## src/hw/rtl/nbs_pkg.sv

```systemverilog
`default_nettype none

package nbs_pkg;

  localparam int unsigned PREFIX_LEN = 8;
  localparam int unsigned PFX_IDX_W  = $clog2(PREFIX_LEN);
  localparam int unsigned PUSH_W     = $clog2(PREFIX_LEN + 1);
  localparam int unsigned FIFO_DEPTH = 16;
  localparam int unsigned LEN_W      = 25;
  localparam int unsigned CHUNK_W    = 16;
  localparam int unsigned CFG_IDX_W  = 2;
  localparam int unsigned CFG_DATA_W = 25;

  localparam logic [LEN_W-1:0]   MAX_MSG_RST    = 25'd131076;
  localparam logic [CHUNK_W-1:0] MIN_RESYNC_RST = 16'd36;
  localparam logic [LEN_W-1:0]   HDR_OVERHEAD   = 25'd4;

  localparam logic [7:0] SYNC_TYPE      = 8'h00;
  localparam logic [7:0] SYNC_LEN_HI_MAX = 8'h01;
  localparam logic [7:0] MAGIC_0        = 8'hFF;
  localparam logic [7:0] MAGIC_1        = 8'h53;
  localparam logic [7:0] MAGIC_2        = 8'h4D;
  localparam logic [7:0] MAGIC_3        = 8'h42;

  typedef enum logic [1:0] {
    PH_RESYNC = 2'd0,
    PH_HEADER = 2'd1,
    PH_BODY   = 2'd2
  } phase_e;

  typedef enum logic [1:0] {
    KIND_DATA    = 2'd0,
    KIND_MAGIC   = 2'd1,
    KIND_LENGTH  = 2'd2,
    KIND_DISCARD = 2'd3
  } kind_e;

  typedef enum logic [CFG_IDX_W-1:0] {
    CFG_MAX_MSG    = 2'd0,
    CFG_MIN_RESYNC = 2'd1
  } cfg_idx_e;

  typedef struct packed {
    logic                req_type;
    logic [7:0]          data_byte;
    logic                chunk_start;
    logic [CHUNK_W-1:0]  chunk_bytes;
  } item_t;

  typedef struct packed {
    logic [7:0] out_byte;
    kind_e      result_kind;
    logic [7:0] frame_type;
    logic       last_in_message;
  } result_t;

endpackage

`default_nettype wire

```

## src/hw/rtl/nbs_in_if.sv

```systemverilog
`default_nettype none

interface nbs_in_if;
  import nbs_pkg::*;

  logic               valid;
  logic               ready;
  logic               req_type;
  logic [7:0]         data_byte;
  logic               chunk_start;
  logic [CHUNK_W-1:0] chunk_bytes;

  modport source (
    output valid, req_type, data_byte, chunk_start, chunk_bytes,
    input  ready
  );

  modport sink (
    input  valid, req_type, data_byte, chunk_start, chunk_bytes,
    output ready
  );
endinterface

`default_nettype wire

```

## src/hw/rtl/nbs_out_if.sv

```systemverilog
`default_nettype none

interface nbs_out_if;
  import nbs_pkg::*;

  logic       valid;
  logic       ready;
  logic [7:0] out_byte;
  logic [1:0] result_kind;
  logic [7:0] frame_type;
  logic       last_in_message;

  modport source (
    output valid, out_byte, result_kind, frame_type, last_in_message,
    input  ready
  );

  modport sink (
    input  valid, out_byte, result_kind, frame_type, last_in_message,
    output ready
  );
endinterface

`default_nettype wire

```

## src/hw/rtl/nbs_cfg_if.sv

```systemverilog
`default_nettype none

interface nbs_cfg_if;
  import nbs_pkg::*;

  logic                  valid;
  logic                  ready;
  logic [CFG_IDX_W-1:0]  index;
  logic [CFG_DATA_W-1:0] data;

  modport source (
    output valid, index, data,
    input  ready
  );

  modport sink (
    input  valid, index, data,
    output ready
  );
endinterface

`default_nettype wire

```

## src/hw/rtl/netbios_session_framer.sv

```systemverilog
`default_nettype none
// NetBIOS session message framer.
// in_i carries one stream byte (or a gap report) per transaction; out_o carries
// one result per transaction: a forwarded byte with its frame type and last
// mark, or a single error / discard code. cfg_i writes max_message_bytes
// (index 0) and min_resync_chunk (index 1); it is always ready and must only
// be used while the block is idle.
// An accepted item is registered, decoded once at least eight queue entries are
// free and its results are pushed into an output queue of FifoDepth entries
// (power of two, >= 16); results reach out_o from that queue.
// One item per cycle is sustained while the queue has room. A good header
// releases its eight bytes at once into the queue, which then drains one
// result per cycle while out_o is ready and body bytes keep arriving; the
// decode stage waits only while fewer than eight queue entries are free.
// Reset empties the queue, restores both registers to their defaults and
// puts the framer in resync wait. When the receiver stalls, results pile up
// in the queue and in_i.ready drops once it is nearly full.
module netbios_session_framer #(
  parameter int unsigned FifoDepth = nbs_pkg::FIFO_DEPTH
) (
  input  logic      clk_i,
  input  logic      rst_ni,
  nbs_in_if.sink    in_i,
  nbs_out_if.source out_o,
  nbs_cfg_if.sink   cfg_i
);
  import nbs_pkg::*;

  localparam int unsigned PtrW = $clog2(FifoDepth);
  localparam int unsigned CntW = $clog2(FifoDepth + 1);
  localparam logic [CntW-1:0] SpaceLimit = CntW'(FifoDepth - PREFIX_LEN);

  logic [LEN_W-1:0]   max_msg_q;
  logic [CHUNK_W-1:0] min_resync_q;

  item_t item_q;
  logic  s_vld_q, s_vld_d;
  logic  proc;
  logic  in_acc;

  phase_e             phase_q, phase_d;
  logic [7:0]         prefix_q [PREFIX_LEN];
  logic [7:0]         prefix_d [PREFIX_LEN];
  logic [7:0]         pre_w    [PREFIX_LEN];
  logic [LEN_W-1:0]   bc_q, bc_d, bc_inc;
  logic [LEN_W-1:0]   fl_q, fl_d;
  logic [7:0]         type_q, type_d;
  logic               pend_q, pend_d;

  logic [LEN_W-1:0] hdr_len;
  logic magic_ok, sync_ok, rel_short, body_last;
  logic is_data, ev_gap, cand, cand_short, ev_body, ev_hdr, hdr_done;
  logic fail_sync, chk, fail_len, fail_magic, ev_release;

  result_t             one_r;
  logic [PUSH_W-1:0]   push_n;
  result_t             fifo_q   [FifoDepth];
  result_t             wr_data  [FifoDepth];
  logic [FifoDepth-1:0] wr_en;
  logic [PtrW-1:0]     wr_ptr_q, rd_ptr_q;
  logic [CntW-1:0]     cnt_q;
  logic                pop;

  // configuration
  assign cfg_i.ready = 1'b1;

  always_ff @(posedge clk_i or negedge rst_ni) begin
    if (!rst_ni) begin
      max_msg_q    <= MAX_MSG_RST;
      min_resync_q <= MIN_RESYNC_RST;
    end else if (cfg_i.valid) begin
      if (cfg_i.index == CFG_MAX_MSG) begin
        max_msg_q <= cfg_i.data;
      end else if (cfg_i.index == CFG_MIN_RESYNC) begin
        min_resync_q <= cfg_i.data[CHUNK_W-1:0];
      end
    end
  end

  // input register
  assign proc        = s_vld_q && (cnt_q <= SpaceLimit);
  assign in_i.ready  = !s_vld_q || proc;
  assign in_acc      = in_i.valid && in_i.ready;
  assign s_vld_d     = in_acc ? 1'b1 : (proc ? 1'b0 : s_vld_q);

  always_ff @(posedge clk_i or negedge rst_ni) begin
    if (!rst_ni) begin
      s_vld_q <= 1'b0;
    end else begin
      s_vld_q <= s_vld_d;
    end
  end

  always_ff @(posedge clk_i) begin
    if (in_acc) begin
      item_q <= '{req_type:    in_i.req_type,
                  data_byte:   in_i.data_byte,
                  chunk_start: in_i.chunk_start,
                  chunk_bytes: in_i.chunk_bytes};
    end
  end

  // decode
  always_comb begin
    pre_w = prefix_q;
    pre_w[bc_q[PFX_IDX_W-1:0]] = item_q.data_byte;
  end

  assign hdr_len   = LEN_W'({pre_w[1], pre_w[2], pre_w[3]}) + HDR_OVERHEAD;
  assign magic_ok  = (pre_w[4] == MAGIC_0) && (pre_w[5] == MAGIC_1) &&
                     (pre_w[6] == MAGIC_2) && (pre_w[7] == MAGIC_3);
  assign sync_ok   = (pre_w[0] == SYNC_TYPE) && (pre_w[1] <= SYNC_LEN_HI_MAX);
  assign rel_short = (hdr_len == LEN_W'(PREFIX_LEN));
  assign bc_inc    = bc_q + LEN_W'(1);
  assign body_last = (bc_inc >= fl_q);

  assign ev_gap     = proc && item_q.req_type;
  assign is_data    = proc && !item_q.req_type;
  assign cand       = is_data && item_q.chunk_start && (phase_q != PH_BODY) &&
                      ((phase_q != PH_HEADER) || pend_q);
  assign cand_short = cand && (item_q.chunk_bytes < min_resync_q);
  assign ev_body    = is_data && (phase_q == PH_BODY);
  assign ev_hdr     = is_data && (phase_q == PH_HEADER) && !cand;
  assign hdr_done   = ev_hdr && (bc_q == LEN_W'(PREFIX_LEN - 1));
  assign fail_sync  = hdr_done && pend_q && !(sync_ok && magic_ok);
  assign chk        = hdr_done && !fail_sync;
  assign fail_len   = chk && ((hdr_len > max_msg_q) || (hdr_len < LEN_W'(PREFIX_LEN)));
  assign fail_magic = chk && !fail_len && !magic_ok;
  assign ev_release = chk && !fail_len && magic_ok;

  // next state
  always_comb begin
    phase_d  = phase_q;
    prefix_d = prefix_q;
    bc_d     = bc_q;
    fl_d     = fl_q;
    type_d   = type_q;
    pend_d   = pend_q;

    if (ev_hdr) begin
      prefix_d = pre_w;
    end
    if (chk) begin
      type_d = pre_w[0];
      fl_d   = hdr_len;
      pend_d = 1'b0;
    end

    if (ev_gap || cand_short || fail_sync || fail_len || fail_magic) begin
      phase_d = PH_RESYNC;
      pend_d  = 1'b1;
      bc_d    = '0;
    end else if (cand) begin
      phase_d     = PH_HEADER;
      pend_d      = 1'b1;
      bc_d        = LEN_W'(1);
      prefix_d[0] = item_q.data_byte;
    end else if (ev_release) begin
      phase_d = rel_short ? PH_HEADER : PH_BODY;
      bc_d    = rel_short ? '0 : bc_inc;
    end else if (ev_body) begin
      phase_d = body_last ? PH_HEADER : PH_BODY;
      bc_d    = body_last ? '0 : bc_inc;
    end else if (ev_hdr) begin
      bc_d = bc_inc;
    end
  end

  always_ff @(posedge clk_i or negedge rst_ni) begin
    if (!rst_ni) begin
      phase_q <= PH_RESYNC;
      bc_q    <= '0;
      fl_q    <= '0;
      type_q  <= '0;
      pend_q  <= 1'b1;
    end else begin
      phase_q <= phase_d;
      bc_q    <= bc_d;
      fl_q    <= fl_d;
      type_q  <= type_d;
      pend_q  <= pend_d;
    end
  end

  always_ff @(posedge clk_i) begin
    prefix_q <= prefix_d;
  end

  // results
  always_comb begin
    push_n = '0;
    one_r  = '{out_byte: 8'h00, result_kind: KIND_DISCARD, frame_type: 8'h00,
               last_in_message: 1'b0};
    if (ev_body) begin
      push_n = PUSH_W'(1);
      one_r  = '{out_byte: item_q.data_byte, result_kind: KIND_DATA,
                 frame_type: type_q, last_in_message: body_last};
    end else if (cand_short || fail_sync) begin
      push_n = PUSH_W'(1);
    end else if (fail_len) begin
      push_n = PUSH_W'(1);
      one_r  = '{out_byte: 8'h00, result_kind: KIND_LENGTH, frame_type: pre_w[0],
                 last_in_message: 1'b0};
    end else if (fail_magic) begin
      push_n = PUSH_W'(1);
      one_r  = '{out_byte: 8'h00, result_kind: KIND_MAGIC, frame_type: pre_w[0],
                 last_in_message: 1'b0};
    end else if (ev_release) begin
      push_n = PUSH_W'(PREFIX_LEN);
    end
  end

  // output queue
  always_comb begin
    logic [PtrW-1:0] off;
    for (int j = 0; j < FifoDepth; j++) begin
      off        = PtrW'(j) - wr_ptr_q;
      wr_en[j]   = CntW'(off) < CntW'(push_n);
      wr_data[j] = one_r;
      if (ev_release) begin
        wr_data[j] = '{out_byte: pre_w[off[PFX_IDX_W-1:0]], result_kind: KIND_DATA,
                       frame_type: pre_w[0],
                       last_in_message: rel_short &&
                                        (off == PtrW'(PREFIX_LEN - 1))};
      end
    end
  end

  always_ff @(posedge clk_i) begin
    for (int j = 0; j < FifoDepth; j++) begin
      if (wr_en[j]) begin
        fifo_q[j] <= wr_data[j];
      end
    end
  end

  assign pop = out_o.valid && out_o.ready;

  always_ff @(posedge clk_i or negedge rst_ni) begin
    if (!rst_ni) begin
      wr_ptr_q <= '0;
      rd_ptr_q <= '0;
      cnt_q    <= '0;
    end else begin
      wr_ptr_q <= wr_ptr_q + PtrW'(push_n);
      rd_ptr_q <= rd_ptr_q + PtrW'(pop);
      cnt_q    <= cnt_q + CntW'(push_n) - CntW'(pop);
    end
  end

  assign out_o.valid           = (cnt_q != '0);
  assign out_o.out_byte        = fifo_q[rd_ptr_q].out_byte;
  assign out_o.result_kind     = fifo_q[rd_ptr_q].result_kind;
  assign out_o.frame_type      = fifo_q[rd_ptr_q].frame_type;
  assign out_o.last_in_message = fifo_q[rd_ptr_q].last_in_message;

endmodule

`default_nettype wire

```

## src/flat_wrapper.sv

```systemverilog
// flat-port wrapper written by rule: the top's interface ports become plain ports
module netbios_session_framer_flat import nbs_pkg::*;
#(
  parameter int unsigned FifoDepth = nbs_pkg::FIFO_DEPTH
)
  (clk_i, rst_ni, in_i_valid, in_i_req_type, in_i_data_byte, in_i_chunk_start, in_i_chunk_bytes, in_i_ready, out_o_valid, out_o_out_byte, out_o_result_kind, out_o_frame_type, out_o_last_in_message, out_o_ready, cfg_i_valid, cfg_i_index, cfg_i_data, cfg_i_ready);
  nbs_in_if in_i_i ();
  nbs_out_if out_o_i ();
  nbs_cfg_if cfg_i_i ();
  input  logic clk_i;
  input  logic rst_ni;
  input wire logic [$bits(in_i_i.valid)-1:0] in_i_valid;
  input wire logic [$bits(in_i_i.req_type)-1:0] in_i_req_type;
  input wire logic [$bits(in_i_i.data_byte)-1:0] in_i_data_byte;
  input wire logic [$bits(in_i_i.chunk_start)-1:0] in_i_chunk_start;
  input wire logic [$bits(in_i_i.chunk_bytes)-1:0] in_i_chunk_bytes;
  output wire logic [$bits(in_i_i.ready)-1:0] in_i_ready;
  output wire logic [$bits(out_o_i.valid)-1:0] out_o_valid;
  output wire logic [$bits(out_o_i.out_byte)-1:0] out_o_out_byte;
  output wire logic [$bits(out_o_i.result_kind)-1:0] out_o_result_kind;
  output wire logic [$bits(out_o_i.frame_type)-1:0] out_o_frame_type;
  output wire logic [$bits(out_o_i.last_in_message)-1:0] out_o_last_in_message;
  input wire logic [$bits(out_o_i.ready)-1:0] out_o_ready;
  input wire logic [$bits(cfg_i_i.valid)-1:0] cfg_i_valid;
  input wire logic [$bits(cfg_i_i.index)-1:0] cfg_i_index;
  input wire logic [$bits(cfg_i_i.data)-1:0] cfg_i_data;
  output wire logic [$bits(cfg_i_i.ready)-1:0] cfg_i_ready;
  assign in_i_i.valid = in_i_valid;
  assign in_i_i.req_type = in_i_req_type;
  assign in_i_i.data_byte = in_i_data_byte;
  assign in_i_i.chunk_start = in_i_chunk_start;
  assign in_i_i.chunk_bytes = in_i_chunk_bytes;
  assign in_i_ready = in_i_i.ready;
  assign out_o_valid = out_o_i.valid;
  assign out_o_out_byte = out_o_i.out_byte;
  assign out_o_result_kind = out_o_i.result_kind;
  assign out_o_frame_type = out_o_i.frame_type;
  assign out_o_last_in_message = out_o_i.last_in_message;
  assign out_o_i.ready = out_o_ready;
  assign cfg_i_i.valid = cfg_i_valid;
  assign cfg_i_i.index = cfg_i_index;
  assign cfg_i_i.data = cfg_i_data;
  assign cfg_i_ready = cfg_i_i.ready;
  netbios_session_framer #(.FifoDepth(FifoDepth)) u_core (.clk_i(clk_i), .rst_ni(rst_ni), .in_i(in_i_i), .out_o(out_o_i), .cfg_i(cfg_i_i));
endmodule
```

## config.mk

```make
export PLATFORM = sky130hd
export DESIGN_NAME = netbios_session_framer_flat
export DESIGN_NICKNAME = d
export VERILOG_FILES = /design/src/hw/rtl/nbs_pkg.sv /design/src/hw/rtl/nbs_in_if.sv /design/src/hw/rtl/nbs_out_if.sv /design/src/hw/rtl/nbs_cfg_if.sv /design/src/hw/rtl/netbios_session_framer.sv /design/src/flat_wrapper.sv
export SDC_FILE = /design/constraint.sdc
export NUM_CORES = 1
export LEC_CHECK = 0
export BUFFER_PORTS_ARGS = -buffer_cell sky130_fd_sc_hd__buf_4
export CORE_MARGIN = 2
export CORE_UTILIZATION = 45
export CTS_CLUSTER_DIAMETER = 200
export DETAILED_ROUTE_END_ITERATION = 12
export PLACE_DENSITY = 0.72
export SYNTH_ARGS = -nofsm -noshare
export SYNTH_HDL_FRONTEND = slang
export SYNTH_SLANG_ARGS = --single-unit
export TNS_END_PERCENT = 10
```

## constraint.sdc

```tcl
create_clock -name clk_i -period 27.8 [get_ports clk_i]
set_input_delay 2.78 -clock clk_i [delete_from_list [all_inputs] [get_ports clk_i]]
set_output_delay 2.78 -clock clk_i [all_outputs]
set_load 0.02 [all_outputs]
```

=== After elaboration in Yosys (flattened, before gate mapping) ===
Memory sizes are Yosys's and may differ from the RTL's.
Cells that the tools add are included.

* Flip-flop bits (word level): 206
* RAM bits: 304
* Bits of input ports: 58
* Output and inout bits: 22
* Logic and storage cells: 358
* Memories kept: 1

* Add/subtract/negate cells: 22
* $lt $le $gt $ge: 40
* Equal/unequal tests: 27
* Multiplexer cells: 153
* Bitwise logic cells: 18
* Reduce and logical (&&, ||, !) cells: 74

{| class="wikitable"
|+ Memory list
! memory !! depth !! bits a word !! read ports !! clocked after memory_dff !! write ports !! RTL line !! source
|-
| u_core.fifo_q || 16 || 19 || 1 || 0 || 8 || netbios_session_framer.sv:57 || <nowiki>result_t fifo_q [FifoDepth];</nowiki>
|}

{| class="wikitable"
|+ Operator list
! cell !! number
|-
| $mux 19 || 27
|-
| $bmux 8 s3 || 16
|-
| $mux 8 || 35
|-
| $mux 25 || 7
|-
| $reduce_or 19->1 || 8
|-
| $ge 4x4->1 const B || 17
|-
| $not 3->4 || 17
|-
| $bwmux 64 || 1
|-
| $eq 4x3->1 const B || 16
|-
| $lt 4x4->1 || 16
|-
| $mux 64 || 1
|-
| $mux 4 || 13
|-
| $mux 1 || 45
|-
| $logic_and 1x1->1 || 42
|-
| $sub 4x4->4 const A || 8
|-
| $add 24x3->25 const B || 1
|-
| $add 25x1->25 const B || 1
|-
| $eq 25x3->1 const B || 1
|-
| $eq 25x4->1 const B || 1
|-
| $ge 25x25->1 || 1
|-
| $gt 25x25->1 || 1
|-
| $lt 25x4->1 const B || 1
|-
| $demux 8 s3 || 1
|-
| $eq 8x7->1 const B || 3
|-
| other kinds (29) || 54
|}

=== Logic depth before layout (Yosys ltp) ===
* Word-level depth: 29
* Mapped depth: 31
* Depth with buffers taken out: 29

=== Worst setup path before layout ===
OpenSTA, ideal clock, no wires.

* Path type: flip-flop to flip-flop
* From: register u_core.cnt_q[1]
* To: memory u_core.fifo_q[11][0] (netlist bit), enable pin
* Library setup time: 0.427 ns
* Arrival time: 9.231 ns
* Data required time: 27.373 ns
* Setup slack: 18.142 ns
* Cell stages (with the launch flop): 14
* Buffers on the path: 2
* Period minus slack after synthesis: 9.658 ns
* Cell sequence: dfrtp_1 -> or3_1 -> a21oi_1 -> nand2_1 -> or2_2 -> a211oi_1 -> nand2_1 -> or2_1 -> or3_4 -> buf_6 -> buf_6 -> fa_1 -> inv_1 -> a221oi_1

{| class="wikitable"
|+ RTL lines
! item !! RTL line !! source
|-
| start: declaration || netbios_session_framer.sv:61 || <nowiki>logic [CntW-1:0] cnt_q;</nowiki>
|-
| start signal: assignment || netbios_session_framer.sv:247 || <nowiki>cnt_q <= cnt_q + CntW'(push_n) - CntW'(pop);</nowiki>
|-
| end: declaration || netbios_session_framer.sv:57 ||
|}

==> qor.txt <==
Synth unique cells = 86
Worst hold start = u_core.type_q[2]
Final Util = 0.511
Clock Sinks = 510
Die X = 248 um
WL/cell = 24.3 um
Synth Area in XOR/XNOR = 0.0209
Minimum clock period = 7.79 ns
Rel. slew slack = 0.152
Warnings, synthesis = 0
Area Growth Syn to Fin = 12.2%
Most frequently used flop master after synthesis = edfxtp_1
Post-Route Setup TNS = 0 ns
Commonest non-fill, non-tap cells in the layout = 386 x edfxtp_1, 200 x nand2_1, 184 x o21ai_0
CP Buf/Inv Count = 0
Reg2Reg Setup Slack = 20.01 ns
Outcome = completed
DRC errors left = 0
Setup repair bufs after CTS = 0
Number of cell rows = 89
Cell Chain, Critical Path = nand3b_1 -> nand2_1 -> nand2_1 -> ha_1 -> nand2_1 -> mux2i_2 -> nand3_4 -> or3_1 -> and2_1 -> ha_1 -> a21o_1 -> a21oi_1 -> and2_1 -> o31ai_1 -> a221oi_2 -> mux2_2 -> a21oi_2 -> or3_4 -> fa_1 -> a221oi_4
Final period util = 0.280
Switching power share of the total = 0.379
Largest fanout on the critical path = 83
Max clock buf depth = 3
DRT antenna net count = 0
Syn Std Cell Area = 0.0269 mm^2
Synth Area in Simple Gates = 0.0865
Compound-cell area share of the yosys netlist = 0.0997
Clock power share = 0.234
Drt first pass iters = 6
CTS root buf = clkbuf_16
Synthesis-stage register bit count = 510
Total grt overflow = 0
Nets = 2363
CP peak stage delay = 0.93 ns
IO Port Bufs = 78
Core ar. = 0.0590 mm^2
Die height = 248 um
Fmax = 128 MHz
Setup crit start kind = register
CP max-delay cell = a221oi_4
I/O pins = 80
Mux share of post-synthesis cell area = 0.157
Synth Net Count = 2307
Final hold violation count = 0
Sw Pwr = 1.19 mW
CTS H-tree depth = 2
Worst EP arrival = 8.04 ns
Hold EP = u_core.type_q[2]
Die Area = 0.0617 mm^2
Max Slew Vio Count = 0
Vias in the first global route = 18107
Post-cts gate resize count = 0
Via count = 18380
Largest net degree at the start of global routing = 84
FFs w/ async S/R, synth = 0.227
Seq/Total Area, Yosys = 0.546
Commonest non-fill, non-tap cell in the layout = edfxtp_1
Largest delay share family, worst path = simple AND/OR/NAND/NOR gates
Final worst slack = 20.01 ns
Initial Utilization = 0.455
HP Class = register to register
Post-synth EDFFs = 386
DRT iter0 DRCs = 1674
P_int = 1.95 mW
CP Capture Type = register
Clock skew = 0.0395 ns
R2r startpoint = u_core.bc_q[2]
Lkg Pwr = 11.7 nW
# diodes = 0
Largest family of logic cells by synthesized area = multiplexers
Pre-CTS setup slack = 20.15 ns
Post-CTS Hold Buffers = 0
Post-Layout Cell Count = 3018
RD Place Congestion = 0.939
Crit Path Category = register to register
RSZ-0062 raised after global routing = false
Vias per inst = 6.09
Fraction of layout cells with a size suffix above 1 = 0.198
Comb power frac = 0.421
Cell Count Post-Placement = 2918
Clock-pin slew on the worst setup and hold paths = 0.06 ns
Overall Global Routing Usage = 0.241
Crit-path most repeated cell = nand2_1
Worst slew pin tran = 1.27 ns
Reg2reg path depth = 20
HPWL Detailed = 51700 um
R2R Path End = u_core.fifo_q[3][8]
Adder-Cell Fraction of Synth Area = 0.0498
Register share of total power = 0.346
Hold path cells = 2
Number of buffers created by CTS = 53
Post-Syn Area per Cell = 12.5 um^2
Design Power = 3.13 mW
Final setup vio count = 0
Clk Latency, worst-skew pair = 0.64 ns
Max-Cap Viols = 0
Mapped Cells = 2144
Power per cell area = 104 mW/mm^2
First-pass GRT wire length = 111000 um
Critical Path RT = 28.05 ns
CTS tree = done
Initial antenna violation count = 1
Detailed Route WL = 73300 um
Maximum VDD drop = 0.0000990 V
## worst reg2reg max path, cell delays in order, from the launching register on
cell	delay (ns)
dfrtp_1	0.71
nand3b_1	0.50
nand2_1	0.11
nand2_1	0.26
ha_1	0.34
nand2_1	0.09
mux2i_2	0.40
nand3_4	0.22
or3_1	0.43
and2_1	0.19
ha_1	0.30
a21o_1	0.11
a21oi_1	0.07
and2_1	0.16
o31ai_1	0.29
a221oi_2	0.12
mux2_2	0.29
a21oi_2	0.44
or3_4	0.79
fa_1	0.65
a221oi_4	0.93
## worst max-delay path by stage
stage / slack, ns / endpoint / depth (start not counted) / startpoint
6_report: 20.01 / u_core.fifo_q[3][8] / 20 / u_core.bc_q[2]
5_1_grt: 19.53 / u_core.fifo_q[3][7] / 20 / u_core.bc_q[2]
3_3_place_gp: 20.36 / u_core.fifo_q[3][5] / 20 / u_core.bc_q[2]
4_1_cts: 20.12 / u_core.fifo_q[3][11] / 20 / u_core.bc_q[2]
3_5_place_dp: 20.15 / u_core.fifo_q[3][5] / 20 / u_core.bc_q[2]
2_1_floorplan: 18.14 / u_core.fifo_q[11][0] / 13 / u_core.cnt_q[1]
## Yosys cell counts, types with 22 or more instances
cell type / instances / area [um^2]
nand4_1: 24 / 150
xor2_1: 22 / 193
mux2i_1: 113 / 1130
a21oi_1: 104 / 521
mux4_2: 102 / 2300
mux2_2: 64 / 721
ha_1: 102 / 1280
nand3_1: 37 / 185
clkbuf_1: 80 / 300
xnor2_1: 42 / 368
edfxtp_1: 386 / 11600
nand2_1: 200 / 751
dfrtp_1: 111 / 2780
inv_1: 140 / 526
nor2_1: 100 / 375
o21ai_0: 184 / 921
## power by group through the flow
| stage | logic (mW) | registers [mW] | clock network [mW] |
|---|---|---|---|
| 2_1_floorplan | 0.912 | 1.06 | 0 |
| 3_3_place_gp | 1.29 | 1.09 | 0 |
| 3_5_place_dp | 1.32 | 1.10 | 0 |
| 4_1_cts | 1.32 | 1.08 | 0.743 |
| 5_1_grt | 1.42 | 1.10 | 0.773 |
| 6_report | 1.32 | 1.08 | 0.732 |
## metrics by stage
stage          area [um^2]  hold slack [ns]
2_1_floorplan        26900            0.450
3_3_place_gp         28300            0.460
3_5_place_dp         28300            0.469
4_1_cts              30100            0.483
5_1_grt              30100            0.504
6_report             30100            0.480
## flip-flops by register name (all words and copies together) (netlist names), 5 cells and up
signal and cells:
u_core.item_q 26, u_core.prefix_q 64, u_core.min_resync_q 16, u_core.type_q 8, u_core.max_msg_q 25, u_core.fifo_q 304
u_core.fl_q 25, u_core.cnt_q 5, u_core.bc_q 25
## kinds of logic (layout without fill, tap and decap cells)
group,count (synthesis),in the layout
DFF,510,510
and+or+nand+nor,480,480
AOI/OAI and AO/OA,438,438
muxes,283,283
buffers and inverters,263,364
adders and majority gates,105,105
xor gates and xnor gates,64,64
other,1,1
## layer usage
metal	global-route usage	wire, um	up-vias
met4	0.112	3650	0
li1	-	-	8162
met2	0.401	35400	866
met1	0.315	28800	9184
met5	0	0	-
met3	0.0320	5470	168
## cell type report
| cell class | instances | area (um^2) |
|---|---|---|
| Multi-Input combinational cell | 1371 | 11200 |
| Inverter | 145 | 544 |
| Timing Repair Buffer | 119 | 893 |
| Fill cell | 4982 | 28900 |
| Clock inverter | 36 | 395 |
| Sequential cell | 510 | 14700 |
| Tap cell | 773 | 967 |
| Clock buffer | 64 | 1430 |
No activity file was read; power rests on OpenSTA's default activity.
